[config.mk]
export PLATFORM = sky130hd
export DESIGN_NAME = odo_queue
export DESIGN_NICKNAME = d
export VERILOG_FILES = /design/src/odo_pkg.sv /design/src/odo_queue.sv
export SDC_FILE = /design/constraint.sdc
export NUM_CORES = 1
export LEC_CHECK = 0
export BUFFER_PORTS_ARGS = -buffer_cell sky130_fd_sc_hd__buf_4
export CORE_MARGIN = 4
export CORE_UTILIZATION = 30
export DETAILED_ROUTE_END_ITERATION = 16
export GPL_TIMING_DRIVEN = 0
export SLEW_MARGIN = 25
export SYNTH_ARGS = -nofsm -noshare
export SYNTH_HDL_FRONTEND = slang
export SYNTH_SLANG_ARGS = --single-unit
[constraint.sdc]
create_clock -name clock -period 2.7 [get_ports clock]
set_input_delay 0.54 -clock clock [delete_from_list [all_inputs] [get_ports clock]]
set_output_delay 0.54 -clock clock [all_outputs]
set_load 0.05 [all_outputs]
[src/odo_pkg.sv]
// ---------------------------------------------------------------------------
// odo_pkg: shared types and constants of the wheel odometry unit
// Fixed-point widths, register codes and the CORDIC arctangent table.
// ---------------------------------------------------------------------------
`default_nettype none
package odo_pkg;

   localparam int CORDIC_STEPS = 16;
   localparam int POSE_WIDTH   = 32;

   localparam int DW      = 17;   // wheel delta, signed
   localparam int DIST_W  = 31;   // wheel distance, signed
   localparam int CW      = 36;   // CORDIC datapath, signed
   localparam int DIV_NW  = 50;   // divider numerator
   localparam int DIV_DW  = 31;   // divider denominator
   localparam int SQ_W    = 62;   // square root datapath
   localparam int CNT_W   = $clog2(CORDIC_STEPS);

   localparam logic [14:0] FULL_TURN = 15'd23040;
   localparam logic signed [16:0] HALF_PI_H = 17'sd12868;
   localparam logic signed [16:0] PI_H      = 17'sd25736;
   localparam logic signed [16:0] TWO_PI_H  = 17'sd51472;
   localparam logic signed [CW-1:0] PI_Q30      = 36'sd3373259426;
   localparam logic signed [CW-1:0] HALF_PI_Q30 = 36'sd1686629713;
   localparam logic signed [CW-1:0] GAIN_Q30    = 36'sd652032874;

   typedef enum logic [2:0] {
      CSR_ROLLOVER = 3'd0,
      CSR_SETTLE   = 3'd1,
      CSR_GEAR     = 3'd2,
      CSR_CIRC     = 3'd3,
      CSR_BASE     = 3'd4
   } csr_index_type;

   typedef struct packed {
      logic [14:0] rollover_threshold;
      logic [15:0] gear_ratio;
      logic [19:0] wheel_circumference;
      logic [19:0] wheel_base;
   } cfg_type;

   typedef struct packed {
      logic       load;
      logic [7:0] value;
   } settle_load_type;

   typedef struct packed {
      logic signed [DW-1:0] dl;
      logic signed [DW-1:0] dr;
   } delta_type;

   function automatic logic signed [CW-1:0] atan_entry(input logic [CNT_W-1:0] i);
      logic signed [CW-1:0] v;
      v = '0;
      case (int'(i))
         0: v = 36'sd843314856;
         1: v = 36'sd497837829;
         2: v = 36'sd263043836;
         3: v = 36'sd133525158;
         4: v = 36'sd67021686;
         5: v = 36'sd33543515;
         6: v = 36'sd16775850;
         7: v = 36'sd8388437;
         8: v = 36'sd4194282;
         9: v = 36'sd2097149;
         default: begin
            if (int'(i) <= 30) begin
               v = signed'((CW'(1) << (30 - int'(i))) - CW'(1));
            end else begin
               v = '0;
            end
         end
      endcase
      return v;
   endfunction

endpackage
`default_nettype wire

[src/odo_queue.sv]
// ---------------------------------------------------------------------------
// odo_queue: two-entry delta queue
// Decouples the reading intake from the frame sequencer.
// ---------------------------------------------------------------------------
`default_nettype none
module odo_queue import odo_pkg::*; (
   input  wire logic      clock,
   input  wire logic      reset,
   input  wire logic      push,
   input  wire delta_type push_data,
   input  wire logic      pop,
   output logic           full,
   output logic           valid,
   output delta_type      head
);

   delta_type   mem_ff [2];
   logic        wr_ptr_ff, wr_ptr_in, rd_ptr_ff, rd_ptr_in;
   logic [1:0]  count_ff, count_in;
   logic        do_push, do_pop;

   assign full    = count_ff == 2'd2;
   assign valid   = count_ff != 2'd0;
   assign head    = mem_ff[rd_ptr_ff];
   assign do_push = push && !full;
   assign do_pop  = pop && valid;

   always_comb begin
      wr_ptr_in = wr_ptr_ff ^ do_push;
      rd_ptr_in = rd_ptr_ff ^ do_pop;
      count_in  = count_ff + {1'b0, do_push} - {1'b0, do_pop};
   end

   always_ff @(posedge clock) begin
      if (do_push) begin
         mem_ff[wr_ptr_ff] <= push_data;
      end
   end

   always_ff @(posedge clock) begin
      if (reset) begin
         wr_ptr_ff <= 1'b0;
         rd_ptr_ff <= 1'b0;
         count_ff  <= '0;
      end else begin
         wr_ptr_ff <= wr_ptr_in;
         rd_ptr_ff <= rd_ptr_in;
         count_ff  <= count_in;
      end
   end

endmodule
`default_nettype wire

==> impl_metrics.json <==
{
  "endpoint": "head[21]",
  "dr.pass1.iters": 4,
  "fin_crit_sh_pct": 76.7,
  "vias": 1409,
  "clkSinkCount": 72,
  "synthDistinctLibCells": 16,
  "cts-root-buf": "clkbuf_8",
  "clock-skew-final_ns": 0.00608,
  "r2r_slack_ns": 0.94,
  "avgSynthCellArea_sq_um": 21.0,
  "numCtsBuffers": 9,
  "fin_crit_ns": 2.07,
  "synth_seq_area_share_pct": 78.3,
  "cts_hold_buf": 0,
  "crit_arrival_ns": 1.53,
  "cts_resized": 0,
  "grt_pass1_wl_um": 7740,
  "core_sq_um": 8760,
  "setup_viol": 0,
  "cts_tree": "built",
  "power_density_nw_per_um2": 1000,
  "p_leak_nw": 1.37,
  "crit_family": "buffers and inverters",
  "postCtsSetupBuffers": 0,
  "wire_per_inst_um": 15.0,
  "nets": 257,
  "antenna_cells": 0,
  "synth_edf_count": 68,
  "synth.area.top_cells": "edfxtp_1 (75%), mux2_2 (14%), dfxtp_1 (3.0%)",
  "route.detailed.drc": 0,
  "max_freq_mhz": 483,
  "outcome": "complete, no violations",
  "dieHeight_um": 103,
  "clk_pin_slew_ns": 0.08,
  "grt_max_degree": 20,
  "cts_buffer_depth": 2,
  "fin_tns_setup_ns": 0,
  "worst_pin_slew_ns": 0.499,
  "r2r-end": "mem_ff[0][19]",
  "path_max_fanout": 10,
  "dieArea_sq_um": 10600,
  "layout_common_cells": "buf_4 (73), edfxtp_1 (68), mux2_2 (33)",
  "synth_seq_cells": 72,
  "drt_iter0_drc": 59,
  "setup_ws_ns": 0.630,
  "post-place-ws_ns": 0.841,
  "grt_pass1_vias": 1523,
  "path_common_cell": "buf_6",
  "synthArstFlopShare_pct": 0,
  "syn_nets": 171,
  "cp.depth": 4,
  "insertion_delay_ns": 0.34,
  "yosysTopAreaCellShare_pct": 75.3,
  "ant_nets": 0,
  "syn_inst": 129,
  "relSlewSlack_pct": 66.7,
  "path_buf_inv": 3,
  "worstSetupPathType": "reg2out",
  "port_buffers": 73,
  "fp.dieW_um": 103,
  "cp-start-kind": "flip-flop",
  "hp-class": "in2reg",
  "synth_ff_type": "edfxtp_1",
  "worstSetupEndpointType": "output port",
  "synthToLayoutAreaGrowth_pct": 33.7,
  "fillCellCount": 846,
  "io_pins": 74,
  "grt.total_usage_pct": 10.1,
  "htreeDepth": 3,
  "crit_required_ns": 2.16,
  "hold_viol_final": 0,
  "rows": 34,
  "reg2reg_from": "count_ff[0]",
  "crit_chain": "buf_6 > buf_6 > mux2_2 > buf_4",
  "rsz0062_at_grt": "no",
  "final_common_cell": "buf_4",
  "reg2regPathDepth": 4,
  "initial_core_util_pct": 30.9,
  "antenna_found_initial": 0,
  "syn_area_sq_um": 2710,
  "crit_path_top_delay_cell": "mux2_2",
  "gp_congestion": 0.629,
  "yosys_warnings": 0,
  "cap_violations": 0,
  "detailed_place_hpwl_um": 3370,
  "finalMaxSlewViolations": 0,
  "totalWireLength_um": 4910,
  "drive_gt1_share_pct": 60.0,
  "critPathMaxStageDelay_ns": 0.35,
  "via_per_inst": 4.30,
  "synth_top_area_cell": "edfxtp_1",
  "ir_drop_v": 0.000497,
  "crit_start": "rd_ptr_ff",
  "gr-total-overflow": 0
}
## layout make-up
cell class | count | area [sq um] | area share, %
multi-input cells | 50 | 533 | 14.7
plain buffers | 4 | 48.8 | 1.35
clock buffers | 9 | 124 | 3.42
well taps | 108 | 135 | 3.73
repair buffers | 75 | 603 | 16.6
inverters | 3 | 11.3 | 0.311
clock inverters | 7 | 46.3 | 1.28
flip-flops and latches | 72 | 2120 | 58.6
## cell families (layout without fill, tap and decap cells)
kind of cell	Yosys count	in the layout	synth area share, %
adder cells (fa/ha/maj)	4	4	1.85
AND/OR/NAND/NOR	9	9	1.71
buffers and inverters	7	98	2.22
AO/OA/AOI/OAI	1	1	0.277
multiplexers	35	35	14.8
flip-flops	72	72	78.3
XOR/XNOR	1	1	0.831
## registers in the layout (all words and copies together) (netlist names)
register	cells
wr_ptr_ff	1
rd_ptr_ff	1
mem_ff	68
count_ff	2
## through the flow
stage | hold slack (ns) | instances | power [mW] | utilization, % | cell area (sq um)
2_1_floorplan | 0.532 | 129 | 2.50 | - | 2710
3_3_place_gp | 0.542 | 310 | 2.90 | 38.7 | 3390
3_5_place_dp | 0.600 | 312 | 2.95 | 39.4 | 3450
4_1_cts | 0.356 | 328 | 3.69 | 41.3 | 3620
5_1_grt | 0.345 | 328 | 3.82 | 41.3 | 3620
6_report | 0.379 | 328 | 3.63 | 41.3 | 3620
## synth_stat cells (2+ instances only)
cell      count
edfxtp_1     68
mux2_2       33
dfxtp_1       4
ha_1          4
buf_6         3
inv_1         3
nor2_1        3
mux2_4        2
nor2b_1       2
## how the worst min path moves through the flow
stage             startpoint             to  slack (ns)  depth (start not counted)
2_1_floorplan      wr_ptr_ff      wr_ptr_ff        0.53                          3
3_3_place_gp       wr_ptr_ff      wr_ptr_ff        0.54                          3
3_5_place_dp       wr_ptr_ff      wr_ptr_ff        0.60                          3
4_1_cts        push_data[15]  mem_ff[1][15]        0.36                          1
5_1_grt        push_data[31]  mem_ff[1][31]        0.35                          1
6_report       push_data[15]  mem_ff[1][15]        0.38                          1
## worst reg2reg max path, delay by kind of cell, from the launching register on
family | cells | cell delay (ns)
adders and majority gates | 1 | 0.52
DFF | 1 | 0.37
and+or+nand+nor | 2 | 0.34
buffers and inverters | 1 | 0.23
## layer usage
metal,share of wire (%),global-route usage (%),up-vias
li1,-,-,668
met1,37,11.2,681
met2,50,15.7,49
met3,11,6.22,11
met4,1.9,4.18,0
met5,0,0,-
## power by group
group / switching [mW] / internal, mW / leakage (nW)
Sequential: 0.0411 / 1.42 / 0.668
Clock: 0.397 / 0.333 / 0.0835
Combinational: 0.908 / 0.531 / 0.619
Total: 1.35 / 2.28 / 1.37
No activity file was read; power rests on OpenSTA's default activity.
