### config.mk
export PLATFORM = sky130hd
export DESIGN_NAME = odo_front
export DESIGN_NICKNAME = d
export VERILOG_FILES = /design/src/odo_pkg.sv /design/src/odo_front.sv
export SDC_FILE = /design/constraint.sdc
export NUM_CORES = 1
export LEC_CHECK = 0
export BUFFER_PORTS_ARGS = -buffer_cell sky130_fd_sc_hd__buf_4
export CAP_MARGIN = 20
export CORE_ASPECT_RATIO = 1.2
export CORE_MARGIN = 10
export CORE_UTILIZATION = 35
export DETAILED_ROUTE_END_ITERATION = 8
export GPL_TIMING_DRIVEN = 1
export HOLD_SLACK_MARGIN = 0.05
export REMOVE_ABC_BUFFERS = 1
export SYNTH_ARGS = -nofsm -noshare
export SYNTH_HDL_FRONTEND = slang
export SYNTH_SLANG_ARGS = --single-unit
### constraint.sdc
create_clock -name clock -period 15.07 [get_ports clock]
set_input_delay 3.014 -clock clock [delete_from_list [all_inputs] [get_ports clock]]
set_output_delay 3.014 -clock clock [all_outputs]
set_load 0.01 [all_outputs]
### src/odo_pkg.sv
// ---------------------------------------------------------------------------
// odo_pkg: shared types and constants of the wheel odometry unit
// Fixed-point widths, register codes and the CORDIC arctangent table.
// ---------------------------------------------------------------------------
`default_nettype none
package odo_pkg;

   localparam int CORDIC_STEPS = 16;
   localparam int POSE_WIDTH   = 32;

   localparam int DW      = 17;   // wheel delta, signed
   localparam int DIST_W  = 31;   // wheel distance, signed
   localparam int CW      = 36;   // CORDIC datapath, signed
   localparam int DIV_NW  = 50;   // divider numerator
   localparam int DIV_DW  = 31;   // divider denominator
   localparam int SQ_W    = 62;   // square root datapath
   localparam int CNT_W   = $clog2(CORDIC_STEPS);

   localparam logic [14:0] FULL_TURN = 15'd23040;
   localparam logic signed [16:0] HALF_PI_H = 17'sd12868;
   localparam logic signed [16:0] PI_H      = 17'sd25736;
   localparam logic signed [16:0] TWO_PI_H  = 17'sd51472;
   localparam logic signed [CW-1:0] PI_Q30      = 36'sd3373259426;
   localparam logic signed [CW-1:0] HALF_PI_Q30 = 36'sd1686629713;
   localparam logic signed [CW-1:0] GAIN_Q30    = 36'sd652032874;

   typedef enum logic [2:0] {
      CSR_ROLLOVER = 3'd0,
      CSR_SETTLE   = 3'd1,
      CSR_GEAR     = 3'd2,
      CSR_CIRC     = 3'd3,
      CSR_BASE     = 3'd4
   } csr_index_type;

   typedef struct packed {
      logic [14:0] rollover_threshold;
      logic [15:0] gear_ratio;
      logic [19:0] wheel_circumference;
      logic [19:0] wheel_base;
   } cfg_type;

   typedef struct packed {
      logic       load;
      logic [7:0] value;
   } settle_load_type;

   typedef struct packed {
      logic signed [DW-1:0] dl;
      logic signed [DW-1:0] dr;
   } delta_type;

   function automatic logic signed [CW-1:0] atan_entry(input logic [CNT_W-1:0] i);
      logic signed [CW-1:0] v;
      v = '0;
      case (int'(i))
         0: v = 36'sd843314856;
         1: v = 36'sd497837829;
         2: v = 36'sd263043836;
         3: v = 36'sd133525158;
         4: v = 36'sd67021686;
         5: v = 36'sd33543515;
         6: v = 36'sd16775850;
         7: v = 36'sd8388437;
         8: v = 36'sd4194282;
         9: v = 36'sd2097149;
         default: begin
            if (int'(i) <= 30) begin
               v = signed'((CW'(1) << (30 - int'(i))) - CW'(1));
            end else begin
               v = '0;
            end
         end
      endcase
      return v;
   endfunction

endpackage
`default_nettype wire

### src/odo_front.sv
// ---------------------------------------------------------------------------
// odo_front: reading intake and wheel delta stage
// Keeps latest and previous readings per wheel, forms rollover-corrected
// deltas with settling once both wheels have reported, and queues them.
// ---------------------------------------------------------------------------
`default_nettype none
module odo_front import odo_pkg::*; (
   input  wire logic            clock,
   input  wire logic            reset,
   input  wire cfg_type         cfg,
   input  wire settle_load_type settle_load,
   input  wire logic            req_tvalid,
   output logic                 req_tready,
   input  wire logic [15:0]     req_tdata,   // [14:0] angle_reading
   input  wire logic [0:0]      req_tuser,   // [0] mode
   input  wire logic            q_full,
   output logic                 q_push,
   output delta_type            q_data
);

   logic [14:0] left_latest_ff, left_latest_in, right_latest_ff, right_latest_in;
   logic [14:0] left_prev_ff, left_prev_in, right_prev_ff, right_prev_in;
   logic        left_ready_ff, left_ready_in, right_ready_ff, right_ready_in;
   logic [7:0]  settle_ff, settle_in, settle_mid;
   logic        accept, frame, mode, zero_l, zero_r;
   logic [14:0] reading, left_new, right_new;
   logic signed [DW-1:0] raw_l, raw_r;

   function automatic logic signed [DW-1:0] wheel_delta(input logic [14:0] cur,
                                                         input logic [14:0] prev,
                                                         input logic [14:0] thr);
      logic signed [DW-1:0] d, t;
      d = signed'({2'b00, cur}) - signed'({2'b00, prev});
      t = signed'({2'b00, thr});
      if (d > t) begin
         d = d - signed'({2'b00, FULL_TURN});
      end else if (d < -t) begin
         d = d + signed'({2'b00, FULL_TURN});
      end
      return d;
   endfunction

   assign req_tready = !q_full;
   assign accept     = req_tvalid && req_tready;
   assign mode       = req_tuser[0];
   assign reading    = req_tdata[14:0];
   assign left_new   = mode ? left_latest_ff : reading;
   assign right_new  = mode ? reading : right_latest_ff;
   assign frame      = accept && (mode ? left_ready_ff : right_ready_ff);

   assign raw_l      = wheel_delta(left_new, left_prev_ff, cfg.rollover_threshold);
   assign raw_r      = wheel_delta(right_new, right_prev_ff, cfg.rollover_threshold);
   // left is settled first, then right
   assign zero_l     = settle_ff != 8'd0;
   assign settle_mid = settle_ff - {7'd0, zero_l};
   assign zero_r     = settle_mid != 8'd0;

   assign q_push     = frame;
   assign q_data.dl  = zero_l ? '0 : -raw_l;
   assign q_data.dr  = zero_r ? '0 : raw_r;

   always_comb begin
      left_latest_in  = left_latest_ff;
      right_latest_in = right_latest_ff;
      left_prev_in    = left_prev_ff;
      right_prev_in   = right_prev_ff;
      left_ready_in   = left_ready_ff;
      right_ready_in  = right_ready_ff;
      settle_in       = settle_ff;
      if (accept) begin
         left_latest_in  = left_new;
         right_latest_in = right_new;
         if (frame) begin
            left_ready_in  = 1'b0;
            right_ready_in = 1'b0;
            left_prev_in   = left_new;
            right_prev_in  = right_new;
            settle_in      = settle_mid - {7'd0, zero_r};
         end else if (mode) begin
            right_ready_in = 1'b1;
         end else begin
            left_ready_in = 1'b1;
         end
      end
      if (settle_load.load) begin
         settle_in = settle_load.value;
      end
   end

   always_ff @(posedge clock) begin
      if (reset) begin
         left_latest_ff  <= '0;
         right_latest_ff <= '0;
         left_prev_ff    <= '0;
         right_prev_ff   <= '0;
         left_ready_ff   <= 1'b0;
         right_ready_ff  <= 1'b0;
         settle_ff       <= '0;
      end else begin
         left_latest_ff  <= left_latest_in;
         right_latest_ff <= right_latest_in;
         left_prev_ff    <= left_prev_in;
         right_prev_ff   <= right_prev_in;
         left_ready_ff   <= left_ready_in;
         right_ready_ff  <= right_ready_in;
         settle_ff       <= settle_in;
      end
   end

endmodule
`default_nettype wire

==> results.yml <==
yosys:
  synth.distinct_cells: 85
  synth.most_common_cell: "nor2_1"
  synth_top_area_cell: "dfxtp_1"
  syn_area_mm2: 0.007652
  ys_seq_elements: 70
  synth_area_per_cell_um2: 7.722
  yosys_warnings: 0
  ys.flop_type: "dfxtp_1"
  synth_top_area_frac: 0.1831
  synth_common_cells: "nor2_1, ha_1, inv_1"
  synth_edf_count: 0
  async_flop_share: 0
  synth_top_cells_by_area: "dfxtp_1, ha_1, a211oi_1"
  yosysSeqAreaShare: 0.1831
  syn_inst: 991
critical_path:
  path_buf_inv: 4
  cp.arrival_ns: 9.06
  path_max_fanout: 33
  critPathSlowestCell: "or4_1"
  cpMostUsedCell: "o211ai_1"
  critPathKind: "in -> out"
  crit_family: "compound AO/OA/AOI/OAI gates"
  required_ns: 12.06
  crit_path_start_kind: "primary input"
  r2r_setup_slack_ns: 10.12
  critPathCaptureType: "output pin"
  slowest_delay_ns: 0.56
timing:
  period_minus_slack_ns: 12.07
  final-hold-violation-count: 0
  drv_slew: 0
  max_freq_ghz: 0.08285
  finalSetupViolCount: 0
  skew_ns: 0.006843
  rsz0062_at_grt: "no"
  worstMarginPinSlew_ns: 0.9670
  max_slew_margin: 0.3531
  post-route-period-util: 0.8009
  tns_ns: 0
layout:
  areaGrowthSynthToFinish_pct: 14.58
  multi_input_area_mm2: 0.005705
  layout-drive-gt1-share: 0.1307
  finish.net_count: 1248
  antennaDiodeCount: 0
  seq_area_mm2: 0.001401
  n_fill_cell: 2264
global_route:
  grt_pass1_vias: 6742
  grt_max_degree: 71
  overflow: 0
  antenna_found_initial: 0
  grt_use_total: 0.1477
  grt_pass1_wl_um: 34530
drt:
  dr.pass1.iters: 5
  ant_nets: 0
  totalWireLength_um: 21430
  viasPerCell: 5.343
  drt_iter0_drc: 301
  num_vias: 7063
  wl_per_cell_um: 16.21
  remaining_drc_errors: 0
floorplanning:
  fp.dieW_um: 155.0
  num_rows: 59
  io_pins: 137
  coreArea_mm2: 0.02163
  start_util: 0.3538
  die_h_um: 182.0
  die_area_mm2: 0.02820
clock_tree:
  cts_tree: "built"
  cts_root_buffer: "clkbuf_16"
  clock-sinks: 70
  ctsResizeCount: 0
  cts_made_buffers: 9
  path_clk_slew_ns: 0.05
  post-cts-setup-buffers: 0
  insertion_delay_ns: 0.33
  hold_buffers: 0
  cts_buffer_depth: 2
  htree_num_levels: 3
placed_design:
  gp_congestion: 0.8997
  port_buffers: 79
  dp_hpwl_um: 17100
power:
  finalPower_mw: 0.9116
  p_leak_nw: 3.776
  irDropWorstVdd_mv: 0.05372
  pwr_density_cell_mw_per_mm2: 104.0
worst_hold_path:
  min_path_type: "reg -> reg"
run_status:
  outcome: "finished, final reports clean"
job:
  cap_violations: 0
## per-layer routing
layer,share of wire,GRT usage,wire length [um],vias to the layer above
li1,-,-,-,3695
met1,0.45,0.1781,9737,3236
met2,0.48,0.2558,10280,113
met3,0.043,0.02459,911,19
met4,0.024,0.05373,504,0
met5,0,0,0,-
## worst register-to-register path, delay by kind of cell (launching register included)
kind / cells / cell delay, ns
XOR/XNOR: 1 / 0.13
AO/OA/AOI/OAI: 5 / 0.65
buffers and inverters: 1 / 0.22
adder cells (fa/ha/maj): 4 / 1.18
flip-flops: 1 / 0.33
AND/OR/NAND/NOR: 9 / 2.31
## cell families (layout without fill, tap and decap cells)
group	after synthesis	in the layout	synth area share
flops	70	70	0.1831
mux	33	33	0.04317
xor+xnor	61	61	0.07374
fa+ha+maj	105	105	0.1733
buf+inv	146	203	0.07325
compound gates	266	266	0.2528
simple gates	310	310	0.2006
## worst paths after layout
path / from / endpoint / cells past startpoint
setup / recovery: req_tuser / q_data[12] / 25
hold / removal: right_ready_ff$_SDFFE_PP0P_ / right_ready_ff$_SDFFE_PP0P_ / 2
setup reg to reg: settle_ff[4]$_SDFFE_PP0P_ / settle_ff[4]$_SDFFE_PP0P_ / 20
hold reg to reg: right_ready_ff$_SDFFE_PP0P_ / right_ready_ff$_SDFFE_PP0P_ / 2
## sequential cells by signal, summed over array words and instances (netlist names)
signal and count:
left_ready_ff 1, right_latest_ff 15, right_prev_ff 15, left_latest_ff 15
left_prev_ff 15, right_ready_ff 1, settle_ff 8
## per-stage QoR
step	cells	instance area (um^2)	util	hold slack, ns	worst slack, ns
global placement	1306	8467	0.3915	0.4580	3.072
detailed placement	1306	8467	0.3915	0.4634	3.060
CTS	1322	8768	0.4054	0.4711	3.022
floorplan	948	7478	-	0.4388	4.342
global route	1322	8768	0.4054	0.5118	2.498
finish	1322	8768	0.4054	0.4729	3.000
## final cells by class
class	instances	area share
well taps	274	0.03910
flip-flops and latches	70	0.1598
inverters	103	0.04409
multi-input cells	775	0.6507
clock buffers	12	0.02925
clock inverters	4	0.005137
repair buffers	84	0.07192
## layout by cell type (no fill, tap or decap), types with 8 or more instances in the layout
cell,synthesis,layout
xor2_1,16,16
inv_1,102,102
o22ai_1,8,8
o211ai_1,11,11
dfxtp_1,70,70
nor2_1,133,132
nor2b_1,15,14
o21a_1,12,12
nand2_1,35,35
ha_1,102,102
a21oi_1,60,60
nand4_1,13,13
nand2b_1,11,11
a211o_1,8,8
xnor2_1,41,41
a211oi_1,69,69
clkbuf_16,0,9
nor3_1,23,23
buf_4,0,84
nand3_1,26,26
a21o_1,15,15
mux2i_1,33,33
o21ai_0,22,22
## report_power, final
group | switching (mW) | total [mW] | internal (mW)
sequential | 0.00487 | 0.199 | 0.194
clock | 0.0790 | 0.215 | 0.136
combinational | 0.293 | 0.498 | 0.205
total | 0.377 | 0.912 | 0.535
Note: power is estimated with default switching activity, not from simulation.
